## src/design/reno_gbn_window_controller_assert.svh

```systemverilog
// Assertion macros shared by the window controller.
`ifndef RENO_GBN_WINDOW_CONTROLLER_ASSERT_SVH
`define RENO_GBN_WINDOW_CONTROLLER_ASSERT_SVH

// A property that must hold at every clock edge outside reset.
`define RGBN_ASSERT(lbl, prop) \
  lbl: assert property (@(posedge clk) disable iff (rst) prop) \
    else $error("rgbn assertion failed");

// An implication checked in the cycle after its trigger.
`define RGBN_ASSERT_NEXT(lbl, trig, cons) \
  lbl: assert property (@(posedge clk) disable iff (rst) (trig) |=> (cons)) \
    else $error("rgbn assertion failed");

`endif

```

## src/design/rgbn_pkg.sv

```systemverilog
`timescale 1ns / 1ps
// ----------------------------------------------------------------------------
// rgbn_pkg
// Shared codes, sizes and handshake structs of the Go-Back-N window controller.
// ----------------------------------------------------------------------------
package rgbn_pkg;

  localparam int MAX_WINDOW_DEF = 32;
  localparam int RUN_CAP        = 32;
  localparam int RUN_W          = 6;

  // Input operation codes.
  localparam logic [1:0] OP_SEND = 2'd0;
  localparam logic [1:0] OP_ACK  = 2'd1;
  localparam logic [1:0] OP_TICK = 2'd2;

  // Result action codes.
  localparam logic [1:0] ACT_NONE   = 2'd0;
  localparam logic [1:0] ACT_SEND   = 2'd1;
  localparam logic [1:0] ACT_RESEND = 2'd2;

  // Congestion phases.
  localparam logic [1:0] PH_SLOW  = 2'd0;
  localparam logic [1:0] PH_AVOID = 2'd1;
  localparam logic [1:0] PH_RECOV = 2'd2;

  // Configuration register indexes.
  localparam logic [2:0] CFG_TOTAL   = 3'd0;
  localparam logic [2:0] CFG_THRESH  = 3'd1;
  localparam logic [2:0] CFG_CREDIT  = 3'd2;
  localparam logic [2:0] CFG_WINDOW  = 3'd3;
  localparam logic [2:0] CFG_TIMEOUT = 3'd4;

  // Commands from the controller to the datapath.
  typedef struct packed {
    logic load;
    logic exec;
    logic adv;
  } cmd_t;

  // Status from the datapath to the controller.
  typedef struct packed {
    logic run_last;
  } status_t;

endpackage

```

## src/design/rgbn_datapath.sv

```systemverilog
`timescale 1ns / 1ps
// ----------------------------------------------------------------------------
// rgbn_datapath
// Window state, configuration, the item update and the result run.
// ----------------------------------------------------------------------------
module rgbn_datapath #(
  parameter int MAX_WINDOW = rgbn_pkg::MAX_WINDOW_DEF
) (
  input  logic               clk,
  input  logic               rst,
  input  logic               cfg_we,
  input  logic [2:0]         cfg_index,
  input  logic [31:0]        cfg_data,
  input  logic [1:0]         op,
  input  logic [15:0]        ack_number,
  input  logic               ack_good,
  input  rgbn_pkg::cmd_t     cmd,
  output rgbn_pkg::status_t  status,
  output logic [1:0]         action,
  output logic [15:0]        packet_index,
  output logic               is_final,
  output logic               last,
  output logic [5:0]         window,
  output logic [1:0]         phase,
  output logic               done_res
);

  localparam int WW = $clog2(MAX_WINDOW + 1);
  localparam logic [WW-1:0] WMAX = WW'(MAX_WINDOW);
  localparam int RUN_W = rgbn_pkg::RUN_W;

  // Clamp a window value into 1..MAX_WINDOW.
  function automatic logic [WW-1:0] clampw(input logic [16:0] v);
    logic [WW-1:0] r;
    if (v == 17'd0) begin
      r = WW'(1);
    end else if (v > 17'(MAX_WINDOW)) begin
      r = WMAX;
    end else begin
      r = v[WW-1:0];
    end
    return r;
  endfunction

  // Effective send window from congestion window and credit.
  function automatic logic [WW-1:0] effw(input logic [WW-1:0] c, input logic [15:0] cr);
    logic [WW-1:0] r;
    if (16'(c) <= cr) begin
      r = c;
    end else begin
      r = cr[WW-1:0];
    end
    return r;
  endfunction

  logic [15:0] total_packets;
  logic [31:0] timeout_ticks;
  logic [16:0] base_index, next_index;
  logic [WW-1:0] cong_window, send_window;
  logic [15:0] threshold, credit, round_acks, recover_point;
  logic [2:0]  dup_count;
  logic [1:0]  phase_reg;
  logic [31:0] idle_timer;

  // Latched item.
  logic [1:0]  it_op;
  logic [15:0] it_ack;
  logic        it_good;

  // Result run.
  logic [1:0]       run_act;
  logic [16:0]      run_idx;
  logic [RUN_W-1:0] run_left;

  logic [16:0] base_next, next_next;
  logic [WW-1:0] cong_next, sw_next;
  logic [15:0] thr_next, cred_next, ra_next, rec_next;
  logic [2:0]  dup_next;
  logic [1:0]  ph_next, act_next;
  logic [31:0] tmr_next;
  logic [16:0] cnt;
  logic [16:0] ridx_next;
  logic [RUN_W-1:0] rleft_next;

  // Item update: the state after one item and the run it starts.
  always_comb begin
    logic fresh, rtx, full;
    fresh     = ({1'b0, it_ack} == base_index);
    rtx       = 1'b0;
    full      = 1'b0;
    base_next = base_index;
    next_next = next_index;
    cong_next = cong_window;
    sw_next   = send_window;
    thr_next  = threshold;
    cred_next = credit;
    ra_next   = round_acks;
    rec_next  = recover_point;
    dup_next  = dup_count;
    ph_next   = phase_reg;
    tmr_next  = idle_timer;
    act_next  = rgbn_pkg::ACT_NONE;
    ridx_next = 17'd0;
    rleft_next = RUN_W'(1);
    cnt       = 17'd0;
    if (base_index <= {1'b0, total_packets}) begin
      case (it_op)
        rgbn_pkg::OP_SEND: begin
          if ({1'b0, next_index} < {1'b0, base_index} + 18'(send_window) &&
              next_index <= {1'b0, total_packets}) begin
            act_next  = rgbn_pkg::ACT_SEND;
            ridx_next = next_index;
            next_next = next_index + 17'd1;
          end
        end
        rgbn_pkg::OP_ACK: begin
          if (it_good && !(fresh && base_index >= next_index)) begin
            if (phase_reg == rgbn_pkg::PH_SLOW || phase_reg == rgbn_pkg::PH_AVOID) begin
              if (fresh) begin
                if (phase_reg == rgbn_pkg::PH_SLOW) begin
                  if (16'(cong_window) < threshold) begin
                    cong_next = clampw(17'(cong_window) + 17'd1);
                  end else begin
                    ph_next = rgbn_pkg::PH_AVOID;
                  end
                end else begin
                  ra_next = round_acks + 16'd1;
                  if (ra_next >= 16'(cong_window)) begin
                    cong_next = clampw(17'(cong_window) + 17'd1);
                    ra_next   = 16'd0;
                  end
                end
              end else begin
                dup_next = dup_count + 3'd1;
                if (phase_reg == rgbn_pkg::PH_AVOID) begin
                  ra_next = 16'd0;
                end
              end
              if (!fresh && dup_next == 3'd3) begin
                rtx = 1'b1;
              end
            end else if (phase_reg == rgbn_pkg::PH_RECOV) begin
              if (fresh) begin
                if (it_ack >= recover_point) begin
                  ph_next   = rgbn_pkg::PH_AVOID;
                  cong_next = clampw({1'b0, threshold});
                end else begin
                  cong_next = clampw(17'(cong_window) + 17'd1);
                end
              end else begin
                dup_next  = dup_count + 3'd1;
                cong_next = clampw(17'(cong_window) + 17'd1);
                sw_next   = effw(cong_next, credit);
                if (dup_next == 3'd6) begin
                  full = 1'b1;
                end
              end
            end
            // Window slide on a new acknowledgement.
            if (fresh) begin
              dup_next  = 3'd0;
              base_next = base_index + 17'd1;
              cred_next = (credit != 16'd0) ? credit - 16'd1 : credit;
              sw_next   = effw(cong_next, cred_next);
              tmr_next  = 32'd0;
            end
          end
        end
        rgbn_pkg::OP_TICK: begin
          if (idle_timer != 32'hFFFF_FFFF) begin
            tmr_next = idle_timer + 32'd1;
          end
          if (tmr_next > timeout_ticks) begin
            full = 1'b1;
          end
        end
        default: begin
        end
      endcase
      // Fast retransmit enters recovery.
      if (rtx) begin
        tmr_next  = 32'd0;
        thr_next  = 16'(cong_next >> 1);
        cong_next = clampw(17'(thr_next) + 17'd3);
        sw_next   = effw(cong_next, cred_next);
        ph_next   = rgbn_pkg::PH_RECOV;
        if (next_index > base_index) begin
          rec_next = 16'(next_index - 17'd1);
        end
        dup_next  = 3'd0;
      end
      // Timeout or repeated loss restarts slow start.
      if (full) begin
        tmr_next  = 32'd0;
        thr_next  = 16'(cong_next >> 1);
        cong_next = WW'(1);
        dup_next  = 3'd0;
        sw_next   = effw(cong_next, cred_next);
        ph_next   = rgbn_pkg::PH_SLOW;
      end
      // Resend every outstanding index, at most one run length.
      if ((rtx || full) && next_index > base_index) begin
        act_next  = rgbn_pkg::ACT_RESEND;
        ridx_next = base_index;
        cnt       = next_index - base_index;
        rleft_next = (cnt > 17'(rgbn_pkg::RUN_CAP)) ? RUN_W'(rgbn_pkg::RUN_CAP)
                                                     : cnt[RUN_W-1:0];
      end
    end
  end

  // Control state, configuration and window state.
  always_ff @(posedge clk) begin
    if (rst) begin
      total_packets <= 16'd1;
      timeout_ticks <= 32'd200;
      base_index    <= 17'd1;
      next_index    <= 17'd1;
      cong_window   <= WW'(1);
      threshold     <= 16'd16;
      credit        <= 16'd2560;
      send_window   <= (MAX_WINDOW < 5) ? WMAX : WW'(5);
      dup_count     <= 3'd0;
      round_acks    <= 16'd0;
      phase_reg     <= rgbn_pkg::PH_SLOW;
      recover_point <= 16'd1;
      idle_timer    <= 32'd0;
      run_left      <= RUN_W'(1);
    end else begin
      if (cfg_we) begin
        case (cfg_index)
          rgbn_pkg::CFG_TOTAL:   total_packets <= cfg_data[15:0];
          rgbn_pkg::CFG_THRESH:  threshold     <= cfg_data[15:0];
          rgbn_pkg::CFG_CREDIT:  credit        <= cfg_data[15:0];
          rgbn_pkg::CFG_WINDOW: begin
            send_window <= (cfg_data[5:0] > 6'(MAX_WINDOW)) ? WMAX : WW'(cfg_data[5:0]);
          end
          rgbn_pkg::CFG_TIMEOUT: timeout_ticks <= cfg_data;
          default: begin
          end
        endcase
      end
      if (cmd.exec) begin
        base_index    <= base_next;
        next_index    <= next_next;
        cong_window   <= cong_next;
        send_window   <= sw_next;
        threshold     <= thr_next;
        credit        <= cred_next;
        round_acks    <= ra_next;
        recover_point <= rec_next;
        dup_count     <= dup_next;
        phase_reg     <= ph_next;
        idle_timer    <= tmr_next;
        run_left      <= rleft_next;
      end else if (cmd.adv) begin
        run_left <= run_left - RUN_W'(1);
      end
    end
  end

  // Item and run payload.
  always_ff @(posedge clk) begin
    if (cmd.load) begin
      it_op   <= op;
      it_ack  <= ack_number;
      it_good <= ack_good;
    end
    if (cmd.exec) begin
      run_act <= act_next;
      run_idx <= ridx_next;
    end else if (cmd.adv) begin
      run_idx <= run_idx + 17'd1;
    end
  end

  // Result fields.
  assign status.run_last = (run_left == RUN_W'(1));
  assign action       = run_act;
  assign packet_index = run_idx[15:0];
  assign is_final     = (run_act != rgbn_pkg::ACT_NONE) && (run_idx == {1'b0, total_packets});
  assign last         = status.run_last;
  assign window       = 6'(send_window);
  assign phase        = phase_reg;
  assign done_res     = (base_index > {1'b0, total_packets});

endmodule

```

## src/design/rgbn_controller.sv

```systemverilog
`timescale 1ns / 1ps
// ----------------------------------------------------------------------------
// rgbn_controller
// Sequencer: take an item, apply it, then hand out its results one by one.
// ----------------------------------------------------------------------------
module rgbn_controller (
  input  logic              clk,
  input  logic              rst,
  input  logic              in_valid,
  output logic              in_ready,
  output logic              out_valid,
  input  logic              out_ready,
  input  rgbn_pkg::status_t status,
  output rgbn_pkg::cmd_t    cmd
);

  localparam logic [1:0] S_IDLE = 2'd0;
  localparam logic [1:0] S_EXEC = 2'd1;
  localparam logic [1:0] S_EMIT = 2'd2;

  logic [1:0] state, state_next;

  // Next state.
  always_comb begin
    state_next = state;
    case (state)
      S_IDLE: if (in_valid) state_next = S_EXEC;
      S_EXEC: state_next = S_EMIT;
      S_EMIT: if (out_ready && status.run_last) state_next = S_IDLE;
      default: state_next = S_IDLE;
    endcase
  end

  always_ff @(posedge clk) begin
    if (rst) begin
      state <= S_IDLE;
    end else begin
      state <= state_next;
    end
  end

  // Handshakes and datapath commands.
  assign in_ready  = (state == S_IDLE);
  assign out_valid = (state == S_EMIT);
  assign cmd.load  = in_ready && in_valid;
  assign cmd.exec  = (state == S_EXEC);
  assign cmd.adv   = out_valid && out_ready;

endmodule

```

## src/design/reno_gbn_window_controller.sv

```systemverilog
`timescale 1ns / 1ps
// ----------------------------------------------------------------------------
// reno_gbn_window_controller
// Sender-side Go-Back-N window under Reno congestion control.
// ----------------------------------------------------------------------------
// One item is handled at a time: it is accepted, then applied to the window
// state in the next cycle, and its results then leave one per cycle while
// out_ready is high, as a single result or as a retransmit run of n indices
// (n at most 32); no new item is taken until the last result has left.
`include "reno_gbn_window_controller_assert.svh"

module reno_gbn_window_controller #(
  parameter int MAX_WINDOW = rgbn_pkg::MAX_WINDOW_DEF
) (
  input  logic        clk,
  input  logic        rst,
  input  logic        cfg_we,
  input  logic [2:0]  cfg_index,
  input  logic [31:0] cfg_data,
  input  logic        in_valid,
  output logic        in_ready,
  input  logic [1:0]  op,
  input  logic [15:0] ack_number,
  input  logic        ack_good,
  output logic        out_valid,
  input  logic        out_ready,
  output logic [1:0]  action,
  output logic [15:0] packet_index,
  output logic        is_final,
  output logic        last,
  output logic [5:0]  window,
  output logic [1:0]  phase,
  output logic        done_res
);

  rgbn_pkg::cmd_t    cmd;
  rgbn_pkg::status_t status;

  rgbn_controller u_ctrl (
    .clk       (clk),
    .rst       (rst),
    .in_valid  (in_valid),
    .in_ready  (in_ready),
    .out_valid (out_valid),
    .out_ready (out_ready),
    .status    (status),
    .cmd       (cmd)
  );

  rgbn_datapath #(.MAX_WINDOW(MAX_WINDOW)) u_dp (
    .clk          (clk),
    .rst          (rst),
    .cfg_we       (cfg_we),
    .cfg_index    (cfg_index),
    .cfg_data     (cfg_data),
    .op           (op),
    .ack_number   (ack_number),
    .ack_good     (ack_good),
    .cmd          (cmd),
    .status       (status),
    .action       (action),
    .packet_index (packet_index),
    .is_final     (is_final),
    .last         (last),
    .window       (window),
    .phase        (phase),
    .done_res     (done_res)
  );

  // No new item is taken while results are pending.
  `RGBN_ASSERT(a_no_overlap, !(out_valid && in_ready))
  // The effective window never exceeds its ceiling.
  `RGBN_ASSERT(a_window_cap, window <= 6'(MAX_WINDOW))
  // A run that is not finished keeps presenting results.
  `RGBN_ASSERT_NEXT(a_run_cont, out_valid && out_ready && !last, out_valid)

endmodule
```

## config.mk

```make
export PLATFORM = sky130hd
export DESIGN_NAME = reno_gbn_window_controller
export DESIGN_NICKNAME = d
export VERILOG_FILES = /design/src/design/rgbn_pkg.sv /design/src/design/rgbn_datapath.sv /design/src/design/rgbn_controller.sv /design/src/design/reno_gbn_window_controller.sv
export VERILOG_INCLUDE_DIRS = /design/src /design/src/design
export SDC_FILE = /design/constraint.sdc
export NUM_CORES = 1
export LEC_CHECK = 0
export BUFFER_PORTS_ARGS = -buffer_cell sky130_fd_sc_hd__buf_2
export CAP_MARGIN = 20
export CORE_ASPECT_RATIO = 0.75
export CORE_MARGIN = 2
export CORE_UTILIZATION = 42
export DETAILED_ROUTE_END_ITERATION = 7
export GPL_ROUTABILITY_DRIVEN = 0
export PLACE_DENSITY = 0.63
export REMOVE_ABC_BUFFERS = 1
export SYNTH_ARGS = -nofsm -noshare
export SYNTH_HDL_FRONTEND = slang
export SYNTH_SLANG_ARGS = --single-unit
```

## constraint.sdc

```tcl
create_clock -name clk -period 6.1 [get_ports clk]
set_input_delay 0.915 -clock clk [delete_from_list [all_inputs] [get_ports clk]]
set_output_delay 0.915 -clock clk [all_outputs]
set_load 0.05 [all_outputs]
```

==> results.ini, run 1 <==
[job]
maxCapViolCount=0

[critical_path]
critPathArrivalTime_ns=6.35
critPathCaptureType=register
slowest_delay_ns=0.45
crit_required_ns=6.53
path_class=reg2reg
critPathSlowestCell=edfxtp_1
cp_max_fo=6
critPathLaunchType=register
path_common_cell=ha_1
rr_worst_depth=26

[final_layout]
instances_no_fill=2967
nFillCells=4099
layout-drive-gt1-share_pct=13.39
final_nets=2605
synthToLayoutAreaGrowth_pct=15.13
fin_util_pct=48.99
seqCellArea_sq_mm=0.005219
top_regs=u_dp.idle_timer x32, u_dp.timeout_ticks x32
multi_input_area_sq_mm=0.01179
design_area_sq_mm=0.02056

[synthesis]
synth.avg_cell_area_sq_um=7.825
ys.flop_type=dfxtp_1
yosysSeqAreaShare_pct=29.15
netlist_top_cells_area=dfxtp_1, ha_1, edfxtp_1
synth.top_cell.area_share_pct=22.76
synth_seq_cells=241
syn_inst=2282
synth_top_area_cell=dfxtp_1
synth_most_common_cell=nor2_1
synth_edf_count=38
synth_common_cells=nor2_1, nand2_1, dfxtp_1
synth_cell_types=94
syn_area_sq_mm=0.01786
synth-async-reset-ratio_pct=0
synth.yosys.warnings=0

[timing]
hold_ws_ns=0.4559
setup_viol=0
layout_min_cycle_time_ns=5.919
fin_crit_sh_pct=97.03
worst_slack_ns=0.1810
max_freq_ghz=0.1689
max_slew_margin_pct=39.78
tightest_slew_ns=0.8938
hold_viol_final=0
skew_ns=0.01667
drv_slew=0

[cts]
clock_sinks=241
path_clk_slew_ns=0.06
clk_latency_ns=0.57
cts_tree=built
clockBufferDepth=3
cts_hold_buf=0
h-tree-depth=1
numCtsBuffers=28
root_buffer=clkbuf_16

[run_status]
outcome=completed

[placed_design]
dp_slack_ns=-0.2599
placed_area_sq_mm=0.01918
portBuffers=89
post-dp-hpwl_um=46400
dp_cells=2906

[pwr]
p_leak_uw=0.008118
intPower_uw=3099
power_frac_seq_pct=39.9
power_frac_clock_pct=42.7
power_density_mw_per_mm2=213.8
p_sw_share_pct=29.51
switchingPower_uw=1297
ir_worst_vdd_v=0.0002007
power_frac_comb_pct=17.4

[die]
die_area_sq_mm=0.04420
fp.dieW_um=242.1
start_util_pct=42.55
die_h_um=182.6
ios=90
core_sq_mm=0.04197
row_count=65

[global_routing]
grt_usage_pct=26.72
grt_start_max_net_pins=82
grt_pass1_vias=16270
overflow=0
grt_pass1_wl_um=93230
antenna_found_initial=1

[drt]
route.detailed.drc=0
vias=17660
wl_um=60850
viasPerCell=5.952
ant_nets=0
drt_iter0_drc=2310
wl_per_cell_um=20.51
dr.pass1.iters=6

[hold_path]
hold_class=reg2reg
min_path_cells=2

[cell usage in the layout (no fill, tap or decap), types with 8 or more instances in the layout]
cell and n:
o21a_1 11, dfxtp_2 8, a221o_1 17, a21oi_1 179, a22oi_1 28, nor2b_1 19
edfxtp_1 38, inv_1 144, clkbuf_16 34, nor3b_1 12, buf_2 89, nor2_1 254
o21bai_1 9, ha_1 166, nor3_1 62, nand2_1 220, o21ai_0 94, nor4_1 29
xnor2_1 76, or3_1 37, buf_4 98, a21o_1 24, dfxtp_1 194, mux2i_1 9
o211ai_1 17, xor2_1 80, nand4_1 53, and3_1 27, nand3b_1 19, o31ai_1 14
nand2b_1 17, or2_2 8, a211oi_1 33, a31oi_1 19, and2_1 19, nand3_1 55
[repair_timing]
item | 4_1_cts | 5_1_grt
endpoints found under the setup margin | 15 | 82
setup buffers | 0 | 6
pin swaps | 0 | 6
cloned | 0 | 1
gates resized for setup | 7 | 48
endpoints found under the hold margin | 0 | 0
[final timing paths]
| path | from | to | slack [ns] |
|---|---|---|---|
| worst max-delay path | u_dp.it_ack[5] | u_dp.window[1] | 0.18 |
| worst max register to register | u_dp.it_ack[5] | u_dp.window[1] | 0.18 |
| worst min-delay path | u_dp.timeout_ticks[13] | u_dp.timeout_ticks[13] | 0.46 |
| worst min register to register | u_dp.timeout_ticks[13] | u_dp.timeout_ticks[13] | 0.46 |
[power groups by stage]
stage / Combinational [uW] / Clock [uW] / Sequential (uW)
after floorplan: 424 / 0 / 1800
after global placement: 702 / 0 / 1780
after detailed placement: 717 / 0 / 1780
after CTS: 725 / 1910 / 1750
after global routing: 825 / 1970 / 1760
final: 766 / 1880 / 1750
[critical path, delay by kind of cell, from the launching register on]
family	cells	cell delay, ns
adders and majority gates	3	0.85
muxes	1	0.26
AOI/OAI and AO/OA	12	2.68
and+or+nand+nor	7	1.22
DFF	1	0.45
buffers and inverters	3	0.33
[stage by stage]
stage | TNS [ns] | power (uW)
3_5_place_dp | -1.138 | 2502
6_report | 0 | 4396
3_3_place_gp | -0.4416 | 2485
2_1_floorplan | -12.56 | 2225
5_1_grt | -0.05854 | 4551
4_1_cts | 0 | 4382
[final cells by class]
class	instances	share of cell area, %
inverter	146	2.666
clock buffer	39	4.224
multi-input combinational	1767	57.34
tap	569	3.463
antenna	1	0.01217
sequential	241	25.38
clock inverter	12	0.8277
timing repair buffer	192	6.086
[routing by layer]
metal | global-route usage [%] | wire [um]
met3 | 6.618 | 6688
met5 | 0 | 0
met4 | 7.358 | 1881
met2 | 37.45 | 23650
met1 | 40.02 | 28630
[cell families (layout without fill, tap and decap cells)]
logic type	count (synthesis)	in the layout	synth area share, %
simple gates	878	878	23.97
compound gates	548	548	20.12
buf+inv	274	389	6.229
flops	241	241	29.15
fa+ha+maj	170	170	12.00
xor+xnor	156	156	7.651
mux	15	15	0.8828
other cells	0	1	0
Note: power is estimated with default switching activity, not from simulation.
==> run 2, diff against run 1 <==
Settings changed: CORE_MARGIN 2 to not set.
==> run 2 against run 1 <==
Effect of this change:
- utilization is 0.70 points lower
- flip-flop and latch count stayed put
- clock power shrank 13%
- final area down 1.4%
- wire length shrank 1.2%
- register-to-register slack got worse by 0.06 ns
- clock-buffer cell count rose by 4
- sequential share of layout area is 0.36 points higher
- first-iteration DRC count decreased by 5.9%
- critical endpoint is now u_dp.window[0]
- highest routed layer unchanged
==> results.ini, run 2 (synthesis gave the netlist of run 1 again) <==
[drt]
wl_um=60130  ; -1.2%
vias=17680  ; +0.12%
dr.pass1.iters=8  ; +2
ant_nets=0  ; unchanged
viasPerCell=5.985  ; +0.57%
drt_iter0_drc=2174  ; -5.9%
route.detailed.drc=0  ; unchanged
wl_per_cell_um=20.35  ; -0.75%

[placed_design]
portBuffers=89  ; unchanged
post-dp-hpwl_um=45950  ; -0.97%
dp_cells=2899  ; -0.24%
dp_slack_ns=-0.3191  ; -0.05917 ns

[timing]
tightest_slew_ns=1.075  ; +0.1813 ns
hold_viol_final=0  ; unchanged
max_slew_margin_pct=28.01  ; -12 points
hold_ws_ns=0.4553  ; -0.0006300 ns
setup_viol=0  ; unchanged
layout_min_cycle_time_ns=5.981  ; +0.06186 ns
worst_slack_ns=0.1191  ; -0.06186 ns
max_freq_ghz=0.1672  ; -1.0%
fin_crit_sh_pct=98.05  ; +1.0 points
skew_ns=0.03001  ; +0.01333 ns
drv_slew=0  ; unchanged
fin_setup_tns_ns=0  ; unchanged

[pwr]
power_density_mw_per_mm2=204.0  ; -4.6%
intPower_uw=2863  ; -7.6%
power_frac_seq_pct=42.4  ; +2.5 points
ir_worst_vdd_v=0.0002039  ; +1.6%
p_sw_share_pct=30.75  ; +1.2 points
power_frac_comb_pct=18.2  ; +0.8 points
power_uw=4134  ; -6.0%
switchingPower_uw=1271  ; -2.0%
power_frac_clock_pct=39.4  ; -3.3 points
p_leak_uw=0.007966  ; -1.9%

[cts]
clockBufferDepth=3  ; unchanged
clk_latency_ns=0.57  ; about the same
numCtsBuffers=27  ; -3.6%
cts_tree=built
root_buffer=clkbuf_16
h-tree-depth=1  ; unchanged
clock_sinks=241  ; unchanged
path_clk_slew_ns=0.06  ; about the same

[die]
start_util_pct=42.55  ; unchanged
die_h_um=180.6  ; -1.1%
row_count=65  ; unchanged
die_area_sq_mm=0.04335  ; -1.9%
core_sq_mm=0.04197  ; unchanged
ios=90  ; unchanged
fp.dieW_um=240.1  ; -0.83%

[critical_path]
critPathCaptureType=register
crit_required_ns=6.58  ; +0.05 ns
critPathLaunchType=register
path_class=reg2reg
critPathArrivalTime_ns=6.46  ; +0.11 ns
cp_max_fo=6  ; unchanged

[job]
maxCapViolCount=0  ; unchanged

[global_routing]
grt_start_max_net_pins=111  ; +35%
grt_usage_pct=27.20  ; +0.48 points
antenna_found_initial=0  ; -1
overflow=0  ; unchanged
grt_pass1_wl_um=93030  ; -0.21%
grt_pass1_vias=16070  ; -1.2%

[final_layout]
final_nets=2593  ; -0.46%
instances_no_fill=2954  ; -0.44%
layout-drive-gt1-share_pct=12.62  ; -0.77 points
synthToLayoutAreaGrowth_pct=13.48
layout_common_cells=nor2_1, nand2_1, dfxtp_1
top_regs=u_dp.idle_timer x32, u_dp.timeout_ticks x32
final_common_cell=nor2_1
diodes=0  ; -1

[hold_path]
hold_class=reg2reg

[run_status]
outcome=completed

## run 2: changes by cell type in the layout (fill, tap and decap cells not counted), sizes merged
cell | previous run | this run
buf | 191 | 181
bufinv | 4 | 0
clkbuf | 40 | 43
clkinv | 8 | 5
inv | 145 | 147
diode | 1 | 0
## run 2: worst paths after layout
path / start / endpoint / slack (ns) / cells after the start
hold / removal: u_dp.timeout_ticks[23] / u_dp.timeout_ticks[23] / 0.46 / 2
hold reg to reg: u_dp.timeout_ticks[23] / u_dp.timeout_ticks[23] / 0.46 / 2
setup reg to reg: u_dp.base_index[10] / u_dp.window[0] / 0.12 / 27
setup / recovery: u_dp.base_index[10] / u_dp.window[0] / 0.12 / 27
## run 2: per-layer routing
layer / vias to the layer above / global-route usage (%) / wire length (um)
li1: 8315 / - / -
met1: 8416 / 42.99 / 28910
met4: 0 / 7.541 / 1629
met2: 843 / 36.36 / 23270
met5: - / 0 / 0
met3: 107 / 5.101 / 6313
## run 2: area by class of cell
class	count	area [sq um]
clock buffer	43	827.0
clock inverter	7	46.29
fill	4090	21700
inverter	146	548.0
multi-input combinational	1767	11730
sequential	241	5218
tap	569	711.9
timing repair buffer	181	1182
## run 2: worst max-delay path: stages, from the launching register on
cell and delay [ns]:
dfxtp_1 0.48, inv_1 0.10, ha_1 0.37, a21o_1 0.20
a21o_1 0.17, a221o_1 0.41, o31ai_2 0.54, a21oi_2 0.20
mux2i_1 0.25, ha_1 0.20, inv_1 0.11, or3_1 0.41
o21ai_1 0.09, a311o_1 0.22, inv_1 0.06, ha_1 0.28
nor2b_1 0.13, o21a_1 0.16, o21ai_0 0.16, nand2b_1 0.08
a21oi_1 0.15, nor2b_1 0.07, o22ai_2 0.25, nor4_4 0.13
nor3_2 0.21, buf_4 0.16, nand4_1 0.13, a21oi_1 0.17
## run 2: through the flow
stage	cell area, sq um	utilization [%]
6_report	20260	48.29
5_1_grt	20260	48.29
4_1_cts	20060	47.80
3_5_place_dp	19160	45.65
3_3_place_gp	19130	45.58
2_1_floorplan	17290	-
## run 2: what timing repair did
action,4_1_cts,5_1_grt
hold buffers,0,0
gates resized for setup,7,42
hold endpoints to repair,0,0
setup buffers,0,5
pin swaps,0,6
endpoints found under the setup margin,14,87
## run 2: power by group through the flow
stage | logic [uW] | registers, uW | clock network [uW]
2_1_floorplan | 424 | 1800 | 0
3_3_place_gp | 697 | 1780 | 0
3_5_place_dp | 713 | 1790 | 0
4_1_cts | 721 | 1750 | 1660
5_1_grt | 810 | 1760 | 1720
6_report | 751 | 1750 | 1630
